`src/rtl/q8bdp_pkg.sv`:
```
// shared types and constants for the q8 block dot product
package q8bdp_pkg;

    // lanes that fit in one 64-bit input field
    localparam int FIELD_LANES = 8;
    localparam int PROD_W      = 16;

    // default quiet nans as produced by the arithmetic
    localparam logic [31:0] SGL_QNAN = 32'hFFC0_0000;
    localparam logic [63:0] DBL_QNAN = 64'hFFF8_0000_0000_0000;

    // request from the block front end to the float unit
    typedef struct packed {
        logic start;
        logic emit;
    } fpu_req_t;

    // status of the float unit
    typedef struct packed {
        logic busy;
        logic push;
    } fpu_rsp_t;

endpackage

```
`src/rtl/q8bdp_lane.sv`:
```
// one lane: signed byte by signed byte product
module q8bdp_lane
    import q8bdp_pkg::*;
(
    input  logic [7:0]               a,
    input  logic [7:0]               b,
    output logic signed [PROD_W-1:0] prod
);

    // 8x8 signed multiply
    assign prod = $signed(a) * $signed(b);

endmodule

```
`config.mk`:
```
export PLATFORM = sky130hd
export DESIGN_NAME = q8bdp_lane
export DESIGN_NICKNAME = d
export VERILOG_FILES = /design/src/rtl/q8bdp_pkg.sv /design/src/rtl/q8bdp_lane.sv
export SDC_FILE = /design/constraint.sdc
export NUM_CORES = 1
export LEC_CHECK = 0
export BUFFER_PORTS_ARGS = -buffer_cell sky130_fd_sc_hd__buf_2
export CORE_ASPECT_RATIO = 1.1
export CORE_MARGIN = 2
export CORE_UTILIZATION = 40
export DETAILED_ROUTE_END_ITERATION = 10
export GPL_TIMING_DRIVEN = 0
export PLACE_DENSITY_LB_ADDON = 0.25
export SLEW_MARGIN = 5
export SYNTH_ARGS = -nofsm -noshare
export SYNTH_HDL_FRONTEND = slang
export SYNTH_SLANG_ARGS = --single-unit
```
`constraint.sdc`:
```
create_clock -name vclk -period 5.1
set_clock_uncertainty 0.2 [all_clocks]
set_input_delay 0 -clock vclk [all_inputs]
set_output_delay 0 -clock vclk [all_outputs]
set_load 0.02 [all_outputs]
```
# Word-level counts from Yosys, hierarchy flattened
# Cells that the tools add are included.
[word_totals] ff_bits=0 inputBits=16 out_inout_bits=16 elab_cells=1
[classes] mul=1
[ops] operator="$mul A8 B8 Y16" count=1

# Depth between registers and ports, before layout
[depth] word_depth=1 mapped_depth=17 mapped_depth_nobuf=17

# Least setup slack after synthesis
# Ideal clock, no wire load.
[synth_timing] path_type="input port to output port" startpoint="in b[4]" endpoint="out prod[11]" arrival_ns=3.754 required_time_ns=4.900 path_slack_ns=1.146 path_stages=15 path_buffers=0 path_cell_list="and2_1 > fa_1 > inv_1 > fa_1 > inv_1 > fa_1 > inv_1 > fa_1 > inv_1 > ha_1 > a21o_1 > a21oi_2 > a21boi_1 > or4_1 > nand3_1"
[synth_via] elab_chain_len=1
[synth_rtl] element="start: declaration" line_no="q8bdp_lane.sv:6" rtl="input logic [7:0] b,"
[synth_rtl] element="$mul A8 B8 Y16" line_no="q8bdp_lane.sv:11" rtl="assign prod = $signed(a) * $signed(b);"
[synth_rtl] element="end: declaration" line_no="q8bdp_lane.sv:7" rtl="output logic signed [PROD_W-1:0] prod"
# No other way between the ends.

# Worst setup path in the final report
[layout_timing] startpoint="in b[7]" endpoint="out prod[11]"
# Same word-level chain as after synthesis.

==> run_summary.xml <==
<?xml version="1.0" encoding="UTF-8"?>
<metrics>
  <group name="grt">
    <metric name="track_usage" unit="%">15.87</metric>
    <metric name="via_count_of_the_first_global_routing_pass" unit="">2129</metric>
    <metric name="grt.overflow.total" unit="">0</metric>
    <metric name="grt_pass1_wl" unit="um">8997</metric>
    <metric name="grt_max_degree" unit="">10</metric>
    <metric name="grt_antenna_before_repair" unit="">0</metric>
  </group>
  <group name="synth">
    <metric name="syn_area_per_cell" unit="um^2">8.703</metric>
    <metric name="synthesis.instances" unit="">292</metric>
    <metric name="synth_fp_nets" unit="">392</metric>
    <metric name="syn-cell-area" unit="um^2">2541</metric>
    <metric name="yosys_warning_total" unit="">0</metric>
    <metric name="yosysSeqAreaShare" unit="%">0</metric>
    <metric name="post_synth_num_cell_types" unit="">26</metric>
  </group>
  <group name="critical_path">
    <metric name="worstSetupPathType" unit="">in -&gt; out</metric>
    <metric name="timing.critical_path.to_type" unit="">primary output</metric>
    <metric name="timing.critical_path.fanout_max" unit="">9</metric>
    <metric name="critical_path_arrival" unit="ps">4150</metric>
    <metric name="crit_top_cell" unit="">sky130_fd_sc_hd__fa_1</metric>
    <metric name="setup.worst_path.start_class" unit="">input pin</metric>
    <metric name="critical_path.max_stage_delay" unit="ps">560</metric>
    <metric name="worstPathRequired" unit="ps">4900</metric>
    <metric name="crit_chain" unit="">buf_2 &gt; nand2b_1 &gt; fa_1 &gt; fa_1 &gt; inv_1 &gt; fa_1 &gt; inv_1 &gt; fa_1 &gt; inv_1 &gt; ha_1 &gt; a21o_1 &gt; a21oi_2 &gt; a21boi_1 &gt; or4_1 &gt; nand3_1 &gt; buf_2</metric>
    <metric name="worst_path_max_delay_cell" unit="">sky130_fd_sc_hd__fa_1</metric>
  </group>
  <group name="power_and_ir_drop">
    <metric name="ir_worst_vdd" unit="mV">0.4892</metric>
    <metric name="cellLeakagePower" unit="nW">1.491</metric>
    <metric name="power-per-cell-area" unit="nW/um^2">528.6</metric>
  </group>
  <group name="cells_and_area">
    <metric name="clkbuf_count" unit="">0</metric>
    <metric name="mostFrequentLayoutCells" unit="">sky130_fd_sc_hd__inv_1, sky130_fd_sc_hd__fa_1, sky130_fd_sc_hd__and2_1</metric>
    <metric name="seq_cells" unit="">0</metric>
    <metric name="most_common_library_cell_in_the_layout_ignoring_fill_and_taps" unit="">sky130_fd_sc_hd__inv_1</metric>
    <metric name="layout.cells.non_filler" unit="">404</metric>
    <metric name="layout-area-overhead-vs-synth" unit="%">10.24</metric>
    <metric name="num-fill-cells" unit="">658</metric>
    <metric name="drive_above_1_share" unit="%">11.42</metric>
    <metric name="finish.net_count" unit="">426</metric>
    <metric name="seq_area" unit="um^2">0</metric>
    <metric name="multiInputGateArea" unit="um^2">2211</metric>
    <metric name="antenna-diode-count" unit="">0</metric>
  </group>
  <group name="floorplan">
    <metric name="die_w" unit="um">80.00</metric>
    <metric name="core.rowCount" unit="">30</metric>
    <metric name="die-area" unit="um^2">7007</metric>
    <metric name="number_of_placed_i_o_pins" unit="">32</metric>
    <metric name="floorplan.initialDensity" unit="%">41.28</metric>
    <metric name="core" unit="um^2">6156</metric>
    <metric name="die_extent_in_y" unit="um">87.60</metric>
  </group>
  <group name="route">
    <metric name="wirelength" unit="um">4737</metric>
    <metric name="ant_nets" unit="">0</metric>
    <metric name="dr.first_iter.drc_count" unit="">53</metric>
    <metric name="drtPass1Iterations" unit="">4</metric>
    <metric name="route.detailed.vias_per_inst" unit="">4.696</metric>
    <metric name="wl_per_cell" unit="um">11.73</metric>
    <metric name="route.vias.total" unit="">1897</metric>
    <metric name="drt_drc_violations_left" unit="">0</metric>
  </group>
  <group name="worst_hold_path">
    <metric name="worstHoldPathType" unit="">in -&gt; out</metric>
    <metric name="holdPathEnd" unit="">prod[0]</metric>
    <metric name="min_from" unit="">a[0]</metric>
    <metric name="min_delay_path_depth" unit="">3</metric>
  </group>
  <group name="timing">
    <metric name="count_of_pins_over_their_slew_limit" unit="">0</metric>
    <metric name="tightestPinTransition" unit="ps">363.0</metric>
    <metric name="totalNegativeSetupSlack" unit="ps">0</metric>
    <metric name="finalHoldViolCount" unit="">0</metric>
    <metric name="number_of_setup_violations_in_the_final_report" unit="">0</metric>
    <metric name="slew_headroom" unit="%">75.54</metric>
    <metric name="setup_repair_after_global_routing_missed_its_margin" unit="">false</metric>
    <metric name="final_period_minus_worst_setup_slack" unit="ps">4352</metric>
    <metric name="max_freq" unit="GHz">0.2298</metric>
    <metric name="final.period_utilization" unit="%">85.34</metric>
  </group>
  <group name="clocking">
    <metric name="ctsResizeCount" unit="">0</metric>
    <metric name="holdBufCountCts" unit="">0</metric>
    <metric name="post-cts-setup-buffers" unit="">0</metric>
  </group>
  <group name="placement">
    <metric name="placement.io_buffers" unit="">32</metric>
    <metric name="dp.cells" unit="">404</metric>
    <metric name="place_hpwl" unit="um">4222</metric>
    <metric name="finalWeightedCongestion" unit="">0.7790</metric>
  </group>
  <group name="job">
    <metric name="timing.max_cap.violations" unit="">0</metric>
  </group>
  <group name="status">
    <metric name="status" unit="">finished clean</metric>
  </group>
</metrics>
## stage by stage
stage / util [%] / total power, mW / cell area [um^2] / hold WS (ps) / setup WS, ps
floorplan: - / 1.140 / 2541 / -17.31 / 1146
global placement: 45.51 / 1.481 / 2801 / 226.2 / 799.7
detailed placement: 45.51 / 1.508 / 2801 / 228.9 / 723.6
CTS: 45.51 / 1.515 / 2801 / 231.1 / 715.6
global route: 45.51 / 1.688 / 2801 / 266.9 / 551.9
finish: 45.51 / 1.481 / 2801 / 228.8 / 747.8
## metal layers
metal	vias up	global-route usage, %	wire length (um)
met5	-	0	0
met4	0	0.3082	0
met3	0	0	51
met2	13	33.33	2710
met1	961	18.92	1976
li1	923	-	-
## critical path: cells and delay by family
family                   cells  cell delay (ps)
adder cells (fa/ha/maj)      5             2500
AND/OR/NAND/NOR              3              630
buffers and inverters        5              520
AO/OA/AOI/OAI                3              500
## cells by family after synthesis
| family | count (synthesis) | synth area share, % |
|---|---|---|
| buffers and inverters | 88 | 13.00 |
| adders and majority gates | 84 | 57.61 |
| and+or+nand+nor | 84 | 18.51 |
| AOI/OAI and AO/OA | 21 | 5.613 |
| xor gates and xnor gates | 14 | 4.825 |
| muxes | 1 | 0.4431 |
## cells in the mapped netlist (3+ instances only)
master                    number  area share [%]
sky130_fd_sc_hd__a21oi_1       7             1.4
sky130_fd_sc_hd__and2_1       43              11
sky130_fd_sc_hd__fa_1         55              43
sky130_fd_sc_hd__ha_1         29              14
sky130_fd_sc_hd__inv_1        88              13
sky130_fd_sc_hd__nand2_1      15             2.2
sky130_fd_sc_hd__nor2_1        9             1.3
sky130_fd_sc_hd__nor2b_1       8             2.0
sky130_fd_sc_hd__o21ai_0       3            0.59
sky130_fd_sc_hd__xnor2_1      11             3.8
sky130_fd_sc_hd__xor2_1        3             1.0
## worst max-delay path by stage
stage / startpoint / end / cells after the start
final: b[7] / prod[11] / 16
after global routing: b[7] / prod[11] / 16
after CTS: a[0] / prod[11] / 16
after detailed placement: a[0] / prod[11] / 16
after global placement: b[7] / prod[11] / 16
after floorplan: b[4] / prod[11] / 15
## area by class of cell
cell class         count  area share [%]
multi-input cells    204           78.92
repair buffers        32           5.717
inverters             88           11.79
well taps             80           3.573
## power by group
part	leakage (nW)	internal [mW]	switching [mW]
sequential	0	0	0
combinational	1.49	0.595	0.886
clock	0	0	0
total	1.49	0.595	0.886
No activity file was read; power rests on OpenSTA's default activity.
