$ cat src/rtl/q8bdp_pkg.sv
// shared types and constants for the q8 block dot product
package q8bdp_pkg;

    // lanes that fit in one 64-bit input field
    localparam int FIELD_LANES = 8;
    localparam int PROD_W      = 16;

    // default quiet nans as produced by the arithmetic
    localparam logic [31:0] SGL_QNAN = 32'hFFC0_0000;
    localparam logic [63:0] DBL_QNAN = 64'hFFF8_0000_0000_0000;

    // request from the block front end to the float unit
    typedef struct packed {
        logic start;
        logic emit;
    } fpu_req_t;

    // status of the float unit
    typedef struct packed {
        logic busy;
        logic push;
    } fpu_rsp_t;

endpackage

$ cat src/rtl/q8bdp_merge.sv
// merge of lane products into the exact block sum, block close control
module q8bdp_merge
    import q8bdp_pkg::*;
#(
    parameter int NL    = 8,
    parameter int IPB   = 4,
    parameter int ACC_W = 21
)
(
    input  logic                     clk,
    input  logic                     rst_n,
    input  logic                     accept,
    input  logic                     vector_end,
    input  logic signed [PROD_W-1:0] prod [NL],
    output logic signed [ACC_W-1:0]  blk_sum,
    output logic                     close
);

    localparam int CNT_W = (IPB > 1) ? $clog2(IPB) : 1;

    logic signed [ACC_W-1:0] acc_reg;
    logic signed [ACC_W-1:0] acc_next;
    logic [CNT_W-1:0]        cnt_reg;
    logic [CNT_W-1:0]        cnt_next;
    logic signed [ACC_W-1:0] lane_sum;

    // adder over the lanes
    always_comb
    begin
        lane_sum = '0;
        for (int i = 0; i < NL; i++)
        begin
            lane_sum = lane_sum + ACC_W'(prod[i]);
        end
    end

    assign blk_sum = acc_reg + lane_sum;
    assign close   = vector_end || (cnt_reg == CNT_W'(IPB - 1));

    // accumulator and item count of the open block
    always_comb
    begin
        acc_next = acc_reg;
        cnt_next = cnt_reg;
        if (accept)
        begin
            if (close)
            begin
                acc_next = '0;
                cnt_next = '0;
            end
            else
            begin
                acc_next = blk_sum;
                cnt_next = cnt_reg + 1'b1;
            end
        end
    end

    always_ff @(posedge clk or negedge rst_n)
    begin
        if (!rst_n)
        begin
            acc_reg <= '0;
            cnt_reg <= '0;
        end
        else
        begin
            acc_reg <= acc_next;
            cnt_reg <= cnt_next;
        end
    end

endmodule

$ cat config.mk
export PLATFORM = sky130hd
export DESIGN_NAME = q8bdp_merge
export DESIGN_NICKNAME = d
export VERILOG_FILES = /design/src/rtl/q8bdp_pkg.sv /design/src/rtl/q8bdp_merge.sv
export SDC_FILE = /design/constraint.sdc
export NUM_CORES = 1
export LEC_CHECK = 0
export BUFFER_PORTS_ARGS = -buffer_cell sky130_fd_sc_hd__buf_2
export CORE_MARGIN = 5
export CORE_UTILIZATION = 30
export CTS_CLUSTER_DIAMETER = 80
export DETAILED_ROUTE_END_ITERATION = 10
export GPL_ROUTABILITY_DRIVEN = 0
export GPL_TIMING_DRIVEN = 0
export HOLD_SLACK_MARGIN = 0.06
export PLACE_DENSITY = 0.53
export SLEW_MARGIN = 20
export SYNTH_ARGS = -nofsm -noshare
export SYNTH_HDL_FRONTEND = slang
export SYNTH_SLANG_ARGS = --single-unit
$ cat constraint.sdc
create_clock -name clk -period 5.5 [get_ports clk]
set_clock_uncertainty 0.2 [all_clocks]
set_input_delay 0.55 -clock clk [delete_from_list [all_inputs] [get_ports clk]]
set_output_delay 0.55 -clock clk [all_outputs]
set_load 0.005 [all_outputs]
-- Yosys cells after proc, flatten, opt, wreduce, memory -nomap -nowiden
Index checks and enable logic that the tools add are counted.
- add/sub/neg operators: 9
- equal/unequal tests: 1
- muxes and demuxes: 2
- reduce and logical (&&, ||, !) cells: 1
- operators with widths (operator ; number):
    $add 21x16->21 ; 2
    $add 20x16->21 ; 1
    $add 21x21->21 ; 1
    $mux 21 ; 1
    $add 19x16->20 ; 1
    $add 18x16->19 ; 1
    $add 17x16->18 ; 1
    $add 16x16->17 ; 1
    $add 2x1->2 const B ; 1
    $eq 2x2->1 const B ; 1
    $mux 2 ; 1
    $logic_or 1x1->1 ; 1
- register bits after elaboration: 23

-- Depth between registers and ports, before layout
Gate-level depths: netlist of run 1.
- word-level depth: 9
- mapped depth: 16
- gate-level depth less buffers: 16

-- Least setup slack after synthesis of run 1
No wires, ideal clock.
- path kind: in2out
- start point: input port prod[3] in the netlist's numbering
- end point: output port blk_sum[20]
- arrival: 4.319 ns
- data required time: 4.750 ns
- setup slack: 0.431 ns
- stages: 15
- buffers on the path: 0
- cells stage by stage: inv_1 -> fa_1 -> inv_1 -> fa_1 -> fa_1 -> inv_1 -> fa_1 -> inv_1 -> fa_1 -> a211oi_1 -> o21ai_2 -> o2111ai_1 -> a21oi_1 -> a21oi_1 -> xor2_1
- cells in the longest elaborated chain, start to end: 2
- RTL lines (item ; line ; text):
    start, declared ; q8bdp_merge.sv:14 ; input logic signed [PROD_W-1:0] prod [NL],
    $add 21x16->21 ; q8bdp_merge.sv:33 ; lane_sum = lane_sum + ACC_W'(prod[i]);
    $add 21x21->21 ; q8bdp_merge.sv:37 ; assign blk_sum = acc_reg + lane_sum;
    end, declared ; q8bdp_merge.sv:15 ; output logic signed [ACC_W-1:0] blk_sum,
No other way between the ends.

-- Final worst setup path of run 1
- start point: input port prod[50] in the netlist's numbering
- end point: output port blk_sum[18]
- cells in the longest elaborated chain, start to end: 5
- RTL lines (item ; line):
    $add 19x16->20 ; q8bdp_merge.sv:33
    $add 20x16->21 ; q8bdp_merge.sv:33
    $add 21x16->21 (2 in series) ; q8bdp_merge.sv:33
    $add 21x21->21 ; q8bdp_merge.sv:37
No other way between the ends.

==> results of run 1 <==
routing by layer:
| metal | GRT usage, % | up-vias | wire length, µm |
|---|---|---|---|
| met4 | 0.459 | 0 | 37 |
| li1 | - | 1844 | - |
| met5 | 0 | - | 0 |
| met2 | 21.1 | 92 | 5910 |
| met1 | 16.8 | 1878 | 5140 |
| met3 | 1.66 | 5 | 598 |
cell families (layout without fill, tap and decap cells):
kind of cell	after synthesis	after routing	share of synthesized area, %
buffers and inverters	185	348	14.0
DFF	23	23	11.2
adders and majority gates	149	149	54.7
xor gates and xnor gates	17	17	2.91
muxes	2	2	0.391
and+or+nand+nor	49	49	4.45
AOI/OAI and AO/OA	80	80	12.2
layout by cell type (no fill, tap or decap), types with 5 or more instances in the layout:
cell type	count
a21oi_1	13
fa_1	122
buf_4	6
o21ai_1	5
a21o_1	6
o2bb2ai_1	5
nand3_1	5
and3_1	5
nand2_1	13
nor2_1	15
buf_2	152
a22o_1	11
ha_1	21
dfrtp_1	23
xnor2_1	13
inv_1	177
final cells by class:
class | instances | area (µm²)
Buffer | 5 | 43.8
Clock buffer | 3 | 75.1
Clock inverter | 1 | 5.00
Fill cell | 1687 | 10300
Inverter | 180 | 676
Multi-Input combinational cell | 297 | 3920
Sequential cell | 23 | 576
Tap cell | 220 | 275
Timing Repair Buffer | 159 | 817
what timing repair did:
action,CTS,global route
resized for setup,4,20
hold buffers,0,0
setup endpoints to repair,3,6
setup buffers,0,6
pin swaps,0,10
critical path: cells and delay by family:
| family | cells | cell delay (ns) |
|---|---|---|
| adder cells (fa/ha/maj) | 6 | 2.56 |
| AO/OA/AOI/OAI | 4 | 0.84 |
| AND/OR/NAND/NOR | 2 | 0.32 |
| buffers and inverters | 4 | 0.31 |
worst min path at each step:
stage | start | end | slack [ns] | depth (start not counted)
after detailed placement | cnt_reg[0] | cnt_reg[0] | 0.28 | 1
after CTS | rst_n | acc_reg[16] | 0.11 | 1
after global routing | rst_n | cnt_reg[1] | 0.14 | 1
after floorplan | rst_n | acc_reg[0] | 0.05 | 0
after global placement | cnt_reg[0] | cnt_reg[0] | 0.27 | 1
final | rst_n | acc_reg[7] | 0.08 | 1
per-stage QoR:
step                worst slack (ns)  area (µm²)
finish                         0.139        6380
global placement              -0.179        6160
CTS                           0.0380        6260
detailed placement            -0.161        6160
floorplan                      0.431        5120
global route                 -0.0125        6380
==> results.py, run 1 <==
metrics = {
    "synth": {
        "synth-seq-area-share_pct": 11.2,
        "synth_area_leaders": "fa_1 (49%), inv_1 (13%), dfrtp_1 (11%), ha_1 (5.9%), xnor2_1 (2.2%)",
        "synth_top_cell_by_area": "fa_1",
        "synth-seq-cells": 23,
        "synthCells": 505,
        "syn_avg_cell_area_um2": 10.1,
        "synth_cell_types": 49,
        "synthTopCellsByCount": "inv_1 (180), fa_1 (125), ha_1 (24)",
        "ys.flop_type": "dfrtp_1",
        "syn_nets": 786,
        "syn_area_mm2": 0.00512,
        "async_flop_share_pct": 100,
        "ys_warn_count": 0,
        "synth_edf_count": 0,
        "synth_top_cell_area_share_pct": 48.9,
        "synth_most_common_cell": "inv_1",
    },
    "placement": {
        "numPortBuffers": 153,
        "place_inst": 878,
        "dp_hpwl_um": 10800,
    },
    "route": {
        "wire_per_inst_um": 13.2,
        "firstDrtPassIters": 4,
        "remaining_drc_errors": 0,
        "viasPerCell": 4.30,
        "totalWireLength_um": 11700,
        "drt_iter0_drc": 84,
        "route.vias.total": 3819,
        "antenna_violating_nets_post_route": 0,
    },
    "cts": {
        "numCtsBuffers": 3,
        "clk_latency_ns": 0.26,
        "h-tree-depth": 1,
        "cts_buffer_depth": 2,
        "cts_root_buf": "clkbuf_16",
        "cts_sinks": 23,
        "path_clk_slew_ns": 0.07,
        "cts_tree": "done",
    },
    "sta": {
        "period_minus_slack_ns": 5.36,
        "worst_slew_pin_slew_ns": 0.582,
        "setup_viol_count_final": 0,
        "fmaxAchievable_mhz": 187,
        "slew_headroom_pct": 60.8,
        "holdWs_ns": 0.0836,
        "finalHoldViolCount": 0,
        "finalMaxSlewViolations": 0,
        "fin_setup_tns_ns": 0,
        "period_share_pct": 97.5,
    },
    "worst_setup_path": {
        "cp-end-kind": "primary output",
        "path_cells": "buf_2 > inv_1 > fa_1 > fa_1 > fa_1 > fa_1 > inv_2 > ha_4 > fa_2 > a211oi_2 > o21ai_2 > o211a_1 > o211ai_2 > nand3_1 > and2_1 > buf_2",
        "cp_data_required_time_ns": 4.75,
        "crit_top_cell": "fa_1",
        "cp_max_fo": 5,
        "start_kind": "input pin",
        "startpoint": "prod[50]",
        "crit_slowest_cell": "fa_1",
        "worstSetupEndpoint": "blk_sum[18]",
        "r2r_setup_slack_ns": 0.97,
        "timing.rr.start": "acc_reg[4]",
        "r2r-end": "acc_reg[13]",
        "crit_type": "input pin to primary output",
        "worstPathArrival_ns": 4.61,
        "r2r_cells": 13,
        "max_stage_delay_ns": 0.58,
    },
    "cells_and_area": {
        "diodes": 0,
        "stdcell_count": 888,
        "largest_reg_flops": 21,
        "utilization_pct": 38.4,
        "nNetsFinal": 950,
        "drive_gt1_share_pct": 29.5,
        "area_delta_synth_final_pct": 24.7,
    },
    "min_path": {
        "min_path_type": "input pin to asynchronous set/reset pin",
    },
    "grt": {
        "grt_pass1_vias": 4290,
        "overflow": 0,
        "grt_pass1_wl_um": 20100,
        "antenna_found_initial": 0,
        "grtUsageTotal_pct": 12.0,
        "grt_max_degree": 24,
    },
    "floorplanning": {
        "row_count": 47,
        "start_util_pct": 30.8,
        "fp.dieW_um": 141,
        "ios": 154,
        "die-area_mm2": 0.0198,
        "die_y_um": 141,
        "core_mm2": 0.0166,
    },
    "run_status": {
        "status": "complete, no violations",
    },
    "run": {
        "drv_cap": 0,
    },
}
Power of run 1 is left out: the tool's default activity adds up to more than one toggle a clock period on the data nets, which glitch-free logic cannot reach.
==> run 2, diff against run 1 <==
Settings changed: CELL_PAD_IN_SITES_DETAIL_PLACEMENT from default to 1, CELL_PAD_IN_SITES_GLOBAL_PLACEMENT from default to 1, PLACE_DENSITY 0.53 to 0.66, RECOVER_POWER from default to 50.
==> run 2 against run 1 <==
Cell area fell by 0.51%. Critical path depth fell by 1. Count of clock-buffer cells in the layout did not move. Flip-flop and latch count did not move. Worst hold slack improved by 0.20 ns. Core utilization fell by 0.20 points. Via count rose by 2.3%. Register-to-register slack got worse by 0.03 ns. First-iteration DRC count fell by 8.3%. Sequential share of layout area barely moved.
==> results.py, run 2 (synthesis gave the netlist of run 1 again) <==
metrics = {
    "route": {
        "totalWireLength_um": 13000,
        "antenna_violating_nets_post_route": 0,
        "viasPerCell": 4.41,
        "wire_per_inst_um": 14.7,
        "route.vias.total": 3907,
        "remaining_drc_errors": 0,
        "firstDrtPassIters": 4,
        "drt_iter0_drc": 77,
    },
    "cts": {
        "clk_latency_ns": 0.27,
        "cts_tree": "done",
        "path_clk_slew_ns": 0.07,
        "ctsHoldBuffers": 0,
        "cts_root_buf": "clkbuf_16",
        "cts_sinks": 23,
        "h-tree-depth": 1,
        "cts_buffer_depth": 2,
        "numCtsBuffers": 3,
    },
    "sta": {
        "setup_ws_ns": 0.170,
        "fmaxAchievable_mhz": 188,
        "finalHoldViolCount": 0,
        "worst_slew_pin_slew_ns": 1.38,
        "setup_viol_count_final": 0,
        "period_minus_slack_ns": 5.33,
        "slew_headroom_pct": 7.98,
        "fin_setup_tns_ns": 0,
        "finalMaxSlewViolations": 0,
        "period_share_pct": 96.9,
    },
    "worst_setup_path": {
        "r2r_setup_slack_ns": 0.94,
        "timing.rr.start": "acc_reg[9]",
        "worstPathArrival_ns": 4.58,
        "cp_data_required_time_ns": 4.75,
        "start_kind": "input pin",
        "cp_max_fo": 6,
        "crit_type": "input pin to primary output",
        "cp-end-kind": "primary output",
        "startpoint": "prod[105]",
    },
    "min_path": {
        "min_path_type": "flop to flop",
        "hp-start": "cnt_reg[0]",
    },
    "floorplanning": {
        "start_util_pct": 30.8,
        "row_count": 47,
        "die-area_mm2": 0.0198,
        "core_mm2": 0.0166,
        "ios": 154,
        "fp.dieW_um": 141,
        "die_y_um": 141,
    },
    "cells_and_area": {
        "final_common_cell": "inv_1",
        "nNetsFinal": 948,
        "diodes": 0,
        "layout_common_cells": "inv_1 (178), buf_2 (147), fa_1 (123)",
        "fillers": 1971,
        "area_delta_synth_final_pct": 24.0,
        "drive_gt1_share_pct": 28.4,
        "largest_reg_flops": 21,
    },
    "run": {
        "drv_cap": 0,
    },
    "placement": {
        "numPortBuffers": 153,
        "dp_hpwl_um": 12100,
        "place_ws_ns": -0.264,
    },
    "grt": {
        "grt_pass1_vias": 4671,
        "grt_max_degree": 24,
        "grtUsageTotal_pct": 13.3,
        "overflow": 0,
        "grt_pass1_wl_um": 21800,
        "antenna_found_initial": 0,
    },
    "run_status": {
        "status": "complete, no violations",
    },
}
-- run 2: changes by cell type in the layout (fill, tap and decap cells not counted), sizes merged --
cell      delta
buf          -9
clkbuf       +7
clkinv       -1
clkinvlp     +1
-- run 2: what timing repair did --
item	4_1_cts	5_1_grt
gates resized for setup	5	19
endpoints found under the hold margin	0	0
setup endpoints to repair	5	7
buffers inserted	1	3
pin swaps	2	13
-- run 2: per-layer routing --
metal	up-vias	share of wire [%]	GRT usage [%]	wire, µm
met5	-	0	0	0
met4	0	0.11	0.816	14
met3	4	4.8	1.93	622
met2	88	54	25.4	7050
met1	1985	41	16.5	5330
li1	1830	-	-	-
-- run 2: worst paths after layout --
kind	to	cells past startpoint
setup / recovery	blk_sum[15]	15
hold / removal	cnt_reg[0]	1
setup reg to reg	acc_reg[15]	14
hold reg to reg	cnt_reg[0]	1
max in group asynchronous	acc_reg[6]	1
min in group asynchronous	acc_reg[14]	1
-- run 2: area by class of cell --
class | instances | area, µm² | share of cell area, %
clock inverters | 1 | 7.51 | 0.118
repair buffers | 157 | 788 | 12.4
clock buffers | 3 | 75.1 | 1.18
well taps | 220 | 275 | 4.33
plain buffers | 5 | 36.3 | 0.571
multi-input cells | 297 | 3920 | 61.7
inverters | 180 | 676 | 10.6
flip-flops and latches | 23 | 576 | 9.06
-- run 2: stage by stage --
step	hold WS (ns)	util, %	cell area, µm²	std cells
floorplan	0.0544	-	5120	505
global placement	0.267	37.0	6160	878
detailed placement	0.282	37.0	6160	878
CTS	0.109	37.7	6280	883
global route	0.333	38.2	6350	886
finish	0.286	38.2	6350	886
-- run 2: worst max-delay path, stage by stage --
cell and delay [ns]:
buf_2 0.11, fa_1 0.56, fa_1 0.45, fa_1 0.54
inv_1 0.05, fa_1 0.48, inv_1 0.05, ha_1 0.38
nand2_1 0.18, nor3_1 0.36, o31ai_4 0.15, buf_4 0.16
a21bo_2 0.19, a21oi_2 0.23, buf_2 0.16
Power of run 2 is left out for the same reason.
==> run 3, diff against run 2 <==
Clock period 5.5 ns to 5.65 ns, I/O delays scaled along.
==> run 3 against run 2 <==
Core utilization shrank 0.53 points. Sequential share of layout area grew 0.13 points. Register-to-register slack better by 0.04 ns. Die area unchanged. Via count shrank 0.28%. Final cell count fell by 0.45%. Routed wire length down 0.51%. Highest routed layer unchanged. Setup slack lost 0.024 ns. First-iteration DRC count up 2.6%. Critical path type unchanged. Count of clock-buffer cells in the layout unchanged. Cell area is 1.4% lower.
==> results.py, run 3 (synthesis gave the netlist of run 1 again) <==
metrics = {
    "floorplanning": {
        "fp.dieW_um": 141,
        "start_util_pct": 30.8,
        "die-area_mm2": 0.0198,
        "ios": 154,
        "row_count": 47,
        "die_y_um": 141,
        "core_mm2": 0.0166,
    },
    "worst_setup_path": {
        "r2r_cells": 14,
        "crit_type": "input pin to primary output",
        "cp_max_fo": 5,
        "r2r_setup_slack_ns": 0.98,
        "cp_data_required_time_ns": 4.89,
        "worstPathArrival_ns": 4.74,
        "start_kind": "input pin",
        "r2r-end": "acc_reg[18]",
        "cp-end-kind": "primary output",
        "timing.rr.start": "acc_reg[2]",
    },
    "sta": {
        "fmaxAchievable_mhz": 182,
        "finalHoldViolCount": 0,
        "holdWs_ns": 0.286,
        "finalMaxSlewViolations": 0,
        "setup_viol_count_final": 0,
        "period_share_pct": 97.4,
        "rsz0062_at_grt": "true",
        "fin_setup_tns_ns": 0,
        "worst_slew_pin_slew_ns": 1.38,
        "slew_headroom_pct": 8.33,
        "period_minus_slack_ns": 5.50,
    },
    "placement": {
        "dp_hpwl_um": 12100,
        "numPortBuffers": 153,
    },
    "cts": {
        "postCtsSetupRepairBufs": 0,
        "cts_root_buf": "clkbuf_16",
        "clk_latency_ns": 0.27,
        "cts_buffer_depth": 2,
        "cts_sinks": 23,
        "h-tree-depth": 1,
        "numCtsBuffers": 3,
        "cts_tree": "done",
        "path_clk_slew_ns": 0.07,
    },
    "route": {
        "totalWireLength_um": 12900,
        "drt_iter0_drc": 79,
        "route.vias.total": 3896,
        "antenna_violating_nets_post_route": 0,
        "wire_per_inst_um": 14.7,
        "remaining_drc_errors": 0,
        "viasPerCell": 4.42,
        "firstDrtPassIters": 4,
    },
    "run": {
        "drv_cap": 0,
    },
    "grt": {
        "grt_max_degree": 24,
        "antenna_found_initial": 0,
        "grt_pass1_wl_um": 21800,
        "grt_pass1_vias": 4673,
        "overflow": 0,
        "grtUsageTotal_pct": 13.2,
    },
    "cells_and_area": {
        "layout_common_cells": "inv_1 (180), buf_2 (149), fa_1 (124)",
        "area_delta_synth_final_pct": 22.3,
        "largest_reg_flops": 21,
        "final_common_cell": "inv_1",
        "drive_gt1_share_pct": 26.3,
        "diodes": 0,
        "nNetsFinal": 944,
    },
    "run_status": {
        "status": "complete, no violations",
    },
    "min_path": {
        "hold_path_end": "cnt_reg[0]",
        "hp-start": "cnt_reg[0]",
        "min_path_type": "flop to flop",
        "hold_depth": 1,
    },
}
-- run 3: cell count changes in the layout (fill, tap and decap cells not counted), sizes merged --
cell / change
buf: -2
clkbuf: -2
-- run 3: worst max-delay path, stage by stage --
cell and delay, ns:
buf_2 0.08, inv_1 0.05, fa_1 0.53, inv_1 0.05, fa_1 0.48, fa_1 0.55, inv_1 0.06, fa_1 0.54
inv_1 0.08, fa_2 0.43, a211oi_2 0.28, o21ai_2 0.16, o211a_1 0.26, o211ai_2 0.20, nand3_1 0.12, and2_1 0.19
buf_2 0.13
-- run 3: cell type report --
class / instances / area [µm²]
buffer: 5 / 36.3
clock buffer: 3 / 75.1
clock inverter: 1 / 7.51
fill: 1981 / 10400
inverter: 180 / 676
multi-input combinational: 297 / 3860
sequential: 23 / 576
tap: 220 / 275
timing repair buffer: 153 / 761
-- run 3: layer usage --
layer  GRT usage [%]  up-vias  part of all wire [%]
li1                -     1821                     -
met1            16.4     1983                    41
met2            25.4       88                    54
met3            1.93        4                   4.5
met4           0.816        0                  0.31
met5               0        -                     0
-- run 3: how the worst max path moves through the flow --
stage,startpoint,to
detailed placement,prod[3],blk_sum[20]
finish,prod[3],blk_sum[18]
floorplan,prod[3],blk_sum[20]
global route,prod[97],blk_sum[20]
CTS,prod[3],blk_sum[20]
global placement,prod[3],blk_sum[20]
-- run 3: stage by stage --
step	std cells	setup WS (ns)	instance area [µm²]	utilization, %
5_1_grt	882	-0.0125	6260	37.6
2_1_floorplan	505	0.551	5120	-
6_report	882	0.146	6260	37.6
3_5_place_dp	878	-0.144	6160	37.0
3_3_place_gp	878	-0.0540	6160	37.0
4_1_cts	882	0.00486	6260	37.6
-- run 3: what timing repair did --
| action | CTS | global route |
|---|---|---|
| pin swaps | 1 | 1 |
| resized for setup | 3 | 4 |
| hold buffers | 0 | 0 |
| endpoints found under the setup margin | 2 | 6 |
Power of run 3 is left out for the same reason.
